**src/rtl/rctc_pkg.sv**
```systemverilog
`default_nettype none
package rctc_pkg;

  // table size and field widths
  localparam int PEERS  = 16;
  localparam int ADDR_W = 48;
  localparam int ID_W   = 32;

  // slot index width and the power-of-two span of the minimum tree
  localparam int IDX_W  = (PEERS > 1) ? $clog2(PEERS) : 1;
  localparam int TREE_N = 1 << IDX_W;

  // action codes
  localparam logic ACT_CHECK = 1'b0;
  localparam logic ACT_CLEAR = 1'b1;

endpackage
`default_nettype wire

```
**src/rtl/replay_counter_table_check_unit.sv**
```systemverilog
`default_nettype none
// Per-source replay filter. A transaction is taken on any clock edge where
// start is high and busy is low; busy is high only while rst is asserted, so
// one transaction can be taken every cycle. Each transaction produces exactly
// one result, shown on accepted/new_peer with done high for a single cycle,
// once the transaction has passed the input register and then the result
// register; the receiver cannot stall it, so it must capture the result on
// that cycle. The cycle between the two registers holds the parallel address
// match over all table entries, the free-slot priority pick and the
// smallest-address compare tree used for eviction when the table is full.
// action = clear empties the table and reports accepted = 0, new_peer = 0.
module replay_counter_table_check_unit (
  input  logic                        clk,
  input  logic                        rst,
  input  logic                        start,
  output logic                        busy,
  input  logic                        action,
  input  logic [rctc_pkg::ADDR_W-1:0] origin_mac,
  input  logic [rctc_pkg::ID_W-1:0]   message_id,
  output logic                        done,
  output logic                        accepted,
  output logic                        new_peer
);

  // input register
  logic                        in_valid;
  logic                        in_action;
  logic [rctc_pkg::ADDR_W-1:0] in_mac;
  logic [rctc_pkg::ID_W-1:0]   in_id;

  // table
  logic [rctc_pkg::PEERS-1:0]  entry_valid;
  logic [rctc_pkg::PEERS-1:0]  entry_valid_next;
  logic [rctc_pkg::ADDR_W-1:0] peer_address [rctc_pkg::PEERS];
  logic [rctc_pkg::ID_W-1:0]   last_message [rctc_pkg::PEERS];

  // lookup
  logic [rctc_pkg::PEERS-1:0]  hit;
  logic                        hit_any;
  logic [rctc_pkg::ID_W-1:0]   hit_id;
  logic                        free_any;
  logic [rctc_pkg::IDX_W-1:0]  free_idx;
  logic [rctc_pkg::IDX_W-1:0]  min_idx;
  logic [rctc_pkg::ADDR_W-1:0] min_addr;

  // update
  logic [rctc_pkg::PEERS-1:0]  wr_en;
  logic                        accepted_next;
  logic                        new_peer_next;

  assign busy = rst;

  rctc_min_search u_min (
    .peer_address (peer_address),
    .min_idx      (min_idx),
    .min_addr     (min_addr)
  );

  // address match; stored addresses are unique, so at most one hit
  always_comb begin
    hit_id = '0;
    for (int i = 0; i < rctc_pkg::PEERS; i++) begin
      hit[i] = entry_valid[i] && (peer_address[i] == in_mac);
      if (hit[i]) begin
        hit_id = hit_id | last_message[i];
      end
    end
    hit_any = |hit;
  end

  // first free slot
  always_comb begin
    free_idx = '0;
    for (int i = rctc_pkg::PEERS - 1; i >= 0; i--) begin
      if (!entry_valid[i]) begin
        free_idx = rctc_pkg::IDX_W'(i);
      end
    end
    free_any = ~&entry_valid;
  end

  // decision and table write enables
  always_comb begin
    wr_en            = '0;
    accepted_next    = 1'b0;
    new_peer_next    = 1'b0;
    entry_valid_next = entry_valid;
    if (in_valid) begin
      if (in_action == rctc_pkg::ACT_CLEAR) begin
        entry_valid_next = '0;
      end else if (hit_any) begin
        // known source: only a strictly newer id passes
        if (in_id > hit_id) begin
          wr_en         = hit;
          accepted_next = 1'b1;
        end
      end else begin
        // unknown source: always fresh; insert, else evict smallest address unless the new one is smaller
        accepted_next = 1'b1;
        new_peer_next = 1'b1;
        if (free_any) begin
          for (int i = 0; i < rctc_pkg::PEERS; i++) begin
            wr_en[i] = (free_idx == rctc_pkg::IDX_W'(i));
          end
        end else if (!(in_mac < min_addr)) begin
          for (int i = 0; i < rctc_pkg::PEERS; i++) begin
            wr_en[i] = (min_idx == rctc_pkg::IDX_W'(i));
          end
        end
        entry_valid_next = entry_valid | wr_en;
      end
    end
  end

  // control registers
  always_ff @(posedge clk) begin
    if (rst) begin
      in_valid    <= 1'b0;
      done        <= 1'b0;
      entry_valid <= '0;
    end else begin
      in_valid    <= start && !busy;
      done        <= in_valid;
      entry_valid <= entry_valid_next;
    end
  end

  // payload registers
  always_ff @(posedge clk) begin
    in_action <= action;
    in_mac    <= origin_mac;
    in_id     <= message_id;
    accepted  <= accepted_next;
    new_peer  <= new_peer_next;
    for (int i = 0; i < rctc_pkg::PEERS; i++) begin
      if (wr_en[i]) begin
        peer_address[i] <= in_mac;
        last_message[i] <= in_id;
      end
    end
  end

endmodule
`default_nettype wire

```
**src/rtl/rctc_min_search.sv**
```systemverilog
`default_nettype none
// Finds the slot holding the numerically smallest address. Balanced compare
// tree; on a tie the lower slot wins. Pad leaves hold all ones and sit to the
// right of every real slot, so they never win.
module rctc_min_search (
  input  logic [rctc_pkg::ADDR_W-1:0] peer_address [rctc_pkg::PEERS],
  output logic [rctc_pkg::IDX_W-1:0]  min_idx,
  output logic [rctc_pkg::ADDR_W-1:0] min_addr
);

  logic [rctc_pkg::ADDR_W-1:0] lvl_addr [rctc_pkg::IDX_W+1][rctc_pkg::TREE_N];
  logic [rctc_pkg::IDX_W-1:0]  lvl_idx  [rctc_pkg::IDX_W+1][rctc_pkg::TREE_N];

  always_comb begin
    // defaults keep unused nodes defined
    for (int l = 0; l <= rctc_pkg::IDX_W; l++) begin
      for (int n = 0; n < rctc_pkg::TREE_N; n++) begin
        lvl_addr[l][n] = '0;
        lvl_idx[l][n]  = '0;
      end
    end
    // leaves
    for (int n = 0; n < rctc_pkg::TREE_N; n++) begin
      if (n < rctc_pkg::PEERS) begin
        lvl_addr[0][n] = peer_address[n];
      end else begin
        lvl_addr[0][n] = '1;
      end
      lvl_idx[0][n] = rctc_pkg::IDX_W'(n);
    end
    // pairwise reduction, one level per index bit
    for (int l = 0; l < rctc_pkg::IDX_W; l++) begin
      for (int n = 0; n < (rctc_pkg::TREE_N >> (l + 1)); n++) begin
        if (lvl_addr[l][2*n+1] < lvl_addr[l][2*n]) begin
          lvl_addr[l+1][n] = lvl_addr[l][2*n+1];
          lvl_idx[l+1][n]  = lvl_idx[l][2*n+1];
        end else begin
          lvl_addr[l+1][n] = lvl_addr[l][2*n];
          lvl_idx[l+1][n]  = lvl_idx[l][2*n];
        end
      end
    end
  end

  assign min_idx  = lvl_idx[rctc_pkg::IDX_W][0];
  assign min_addr = lvl_addr[rctc_pkg::IDX_W][0];

endmodule
`default_nettype wire
```
**config.mk**
```make
export PLATFORM = sky130hd
export DESIGN_NAME = replay_counter_table_check_unit
export DESIGN_NICKNAME = d
export VERILOG_FILES = /design/src/rtl/rctc_pkg.sv /design/src/rtl/replay_counter_table_check_unit.sv /design/src/rtl/rctc_min_search.sv
export SDC_FILE = /design/constraint.sdc
export NUM_CORES = 2
export LEC_CHECK = 0
export BUFFER_PORTS_ARGS = -buffer_cell sky130_fd_sc_hd__buf_2
export CAP_MARGIN = 30
export CORE_MARGIN = 8
export CORE_UTILIZATION = 50
export DETAILED_ROUTE_END_ITERATION = 8
export PLACE_DENSITY = 0.79
export SLEW_MARGIN = 20
export SYNTH_ARGS = -nofsm -noshare
export SYNTH_HDL_FRONTEND = slang
export SYNTH_SLANG_ARGS = --single-unit
```
**constraint.sdc**
```tcl
create_clock -name clk -period 20.7 [get_ports clk]
set_clock_uncertainty 0.2 [all_clocks]
set_input_delay 1.035 -clock clk [delete_from_list [all_inputs] [get_ports clk]]
set_output_delay 1.035 -clock clk [all_outputs]
set_load 0.005 [all_outputs]
```
==> summary.txt <==
Async SR Flop Fraction: 0%
Slew @ Worst Pin: 1.09 ns
Synth Area in Compound Gates: 11.5%
post-synthesis mux area share: 5.98%
largest net degree at the start of global routing: 98
Congestion Overflow GR: 0
Worst EP arrival: 18.87 ns
Hold Fails Final Rpt: 0
fin. max-slew vios: 0
Worst-path clk slew: 0.06 ns
CTS Sinks: 1381
Tot Pwr: 6170 uW
Syn Inst Count: 6851
fmax: 53.7 MHz
DR vias: 60600
largest family of logic cells by synthesized area: adder cells
Post-Synth Adder-Cell Area: 12.3%
worst hold stages: 1
critical path's largest stage delay: 0.75 ns
non-filler cells, final: 9191
wire per inst: 32.5 um
Final nets: 7845
most used cell, CP: ha_1
post-CTS setup buffer count: 0
CP endpoint kind: flop
Leak Pwr: 0.0354 uW
Resized cells post-CTS: 0
RSZ-0062 raised after global routing: no
GRT Util Overall: 33.3%
Syn Std Cell Area: 80100 um2
Final Setup Violations: 0
Hold Path End: in_id[31]
Post-Synth XOR/XNOR Area: 7.41%
worst vdd ir: 0.0929 mV
count of cell types in the netlist: 96
drt total wl: 299 mm
Die H: 416 um
htree depth: 4
Row Count: 147
Core Box Area: 160000 um2
Reg-to-Reg End: peer_address[763]
post-DP HPWL: 212 mm
Top FF cell, synth: edfxtp_1
Die ar.: 173000 um2
Pre-antenna DRT Iters: 6
hold path start: message_id[31]
layout cells sized above 1: 9.65%
number of flops mapped to enable cells by yosys: 1280
CTS root buf: clkbuf_16
buffers and inverters on the worst path: 6
period utilisation layout: 89.9%
Hold Path Class: input pin to flop
I/O Buffers: 87
Ports: 88
worst slack, placed: 2.39 ns
register area share after synthesis: 50.5%
setup TNS: 0 ns
slew margin rel.: 27.0%
worst r2r src: peer_address[525]
status: finished, final reports clean
first-pass GRT wire length: 420 mm
total of max-cap violations: 0
CP top delay family: simple AND/OR/NAND/NOR gates
CP Max Fanout: 80
Startpoint Class: flop
area delta synth->final: 10.8%
Clock Latency Late Sink: 0.86 ns
post-layout min period: 18.61 ns
Synth Net Count: 7719
most common cell after layout, fill and taps aside: edfxtp_1
DP Cell Count: 8907
FF+latch count, synth: 1381
CTS tree: built
vias in the first global route: 59400
initial antenna violation count: 13
most frequent cells in the layout: edfxtp_1, ha_1, inv_1
r2r setup slk: 2.09 ns
vias per cell: 6.59
Worst Slack Setup Final: 2.09 ns
Crit Path Class: flop to flop
WP data required: 20.97 ns
Mean Syn Cell Area: 11.7 um2
Post-route DRC: 0
CP max stage cell: nand2_2
Synth Area in Simple Gates: 7.69%
Syn. warnings: 0
reg2reg path depth: 55
Inserted Clock Buffers: 149
Starting Density: 50.1%
remaining antenna violation count: 0
chip width: 416 um
Longest Clk Path Bufs: 3
# hold bufs at CTS: 0
First DRT Iteration DRCs: 8789
Pwr per Cell Area: 69.5 nW/um2
routability cong.: 1.08
[state kept, by name, summed over array words and instances, names as in the netlist]
register,cells
peer_address,768
last_message,512
in_mac,48
in_id,32
entry_valid,16
accepted,1
done,1
in_action,1
in_valid,1
new_peer,1
[cells in the mapped netlist (all sizes together) (96+ instances only)]
| cell | instances | area, um2 |
|---|---|---|
| o21ai | 177 | 886 |
| ha | 784 | 9810 |
| a22oi | 128 | 961 |
| a221oi | 96 | 841 |
| dfxtp | 101 | 2020 |
| edfxtp | 1280 | 38400 |
| mux2i | 369 | 3690 |
| clkbuf | 164 | 626 |
| nand2 | 197 | 744 |
| xnor2 | 342 | 3000 |
| a21o | 173 | 1300 |
| xor2 | 335 | 2930 |
| mux2 | 97 | 1090 |
| nor2 | 277 | 1040 |
| a21oi | 491 | 2460 |
| nand3 | 156 | 791 |
| nand4 | 246 | 1540 |
| inv | 695 | 2610 |
| nor4 | 145 | 922 |
[layout make-up]
class / instances / area, um2
fillers: 13000 / 71100
flip-flops and latches: 1381 / 40500
multi-input cells: 4516 / 36200
clock buffers: 185 / 4060
well taps: 2086 / 2610
inverters: 695 / 2610
repair buffers: 234 / 1750
clock inverters: 91 / 935
diodes: 3 / 7.51
[power breakdown]
part	internal (uW)	total [uW]	switching (uW)	leakage (uW)
clock	1540	2740	1200	0.00245
combinational	95.5	321	225	0.0206
sequential	3060	3110	43.5	0.0124
total	4700	6170	1470	0.0354
[worst max path at each step]
stage | from | to | slack (ns) | cells after the start
finish | peer_address[525] | peer_address[763] | 2.09 | 55
global route | peer_address[350] | peer_address[268] | 1.34 | 58
CTS | peer_address[525] | peer_address[246] | 2.32 | 52
detailed placement | peer_address[525] | peer_address[281] | 2.39 | 52
global placement | peer_address[525] | peer_address[760] | 2.49 | 53
floorplan | peer_address[618] | last_message[0][192] | 1.01 | 56
[cell families (layout without fill, tap and decap cells)]
group / Yosys count / after routing
compound gates: 1396 / 1396
flops: 1381 / 1381
simple gates: 1193 / 1193
buf+inv: 954 / 1205
fa+ha+maj: 784 / 784
xor+xnor: 677 / 677
mux: 466 / 466
other cells: 0 / 3
[routing by layer]
metal	GRT usage, %	vias to the layer above	part of all wire [%]
met5	0	-	0.038
met4	23.3	12	8.8
met3	6.98	1052	11
met2	50.3	4275	43
met1	42.7	29400	37
li1	-	25900	-
[stage by stage]
step | hold slack [ns] | cell area, um2 | util, %
after global placement | 0.338 | 83600 | 52.3
after detailed placement | 0.352 | 83600 | 52.3
after CTS | 0.0443 | 88600 | 55.5
after floorplan | 0.271 | 80100 | -
after global routing | 0.0468 | 88700 | 55.5
final | 0.0797 | 88700 | 55.5
Power figures use the tool's default switching activity.
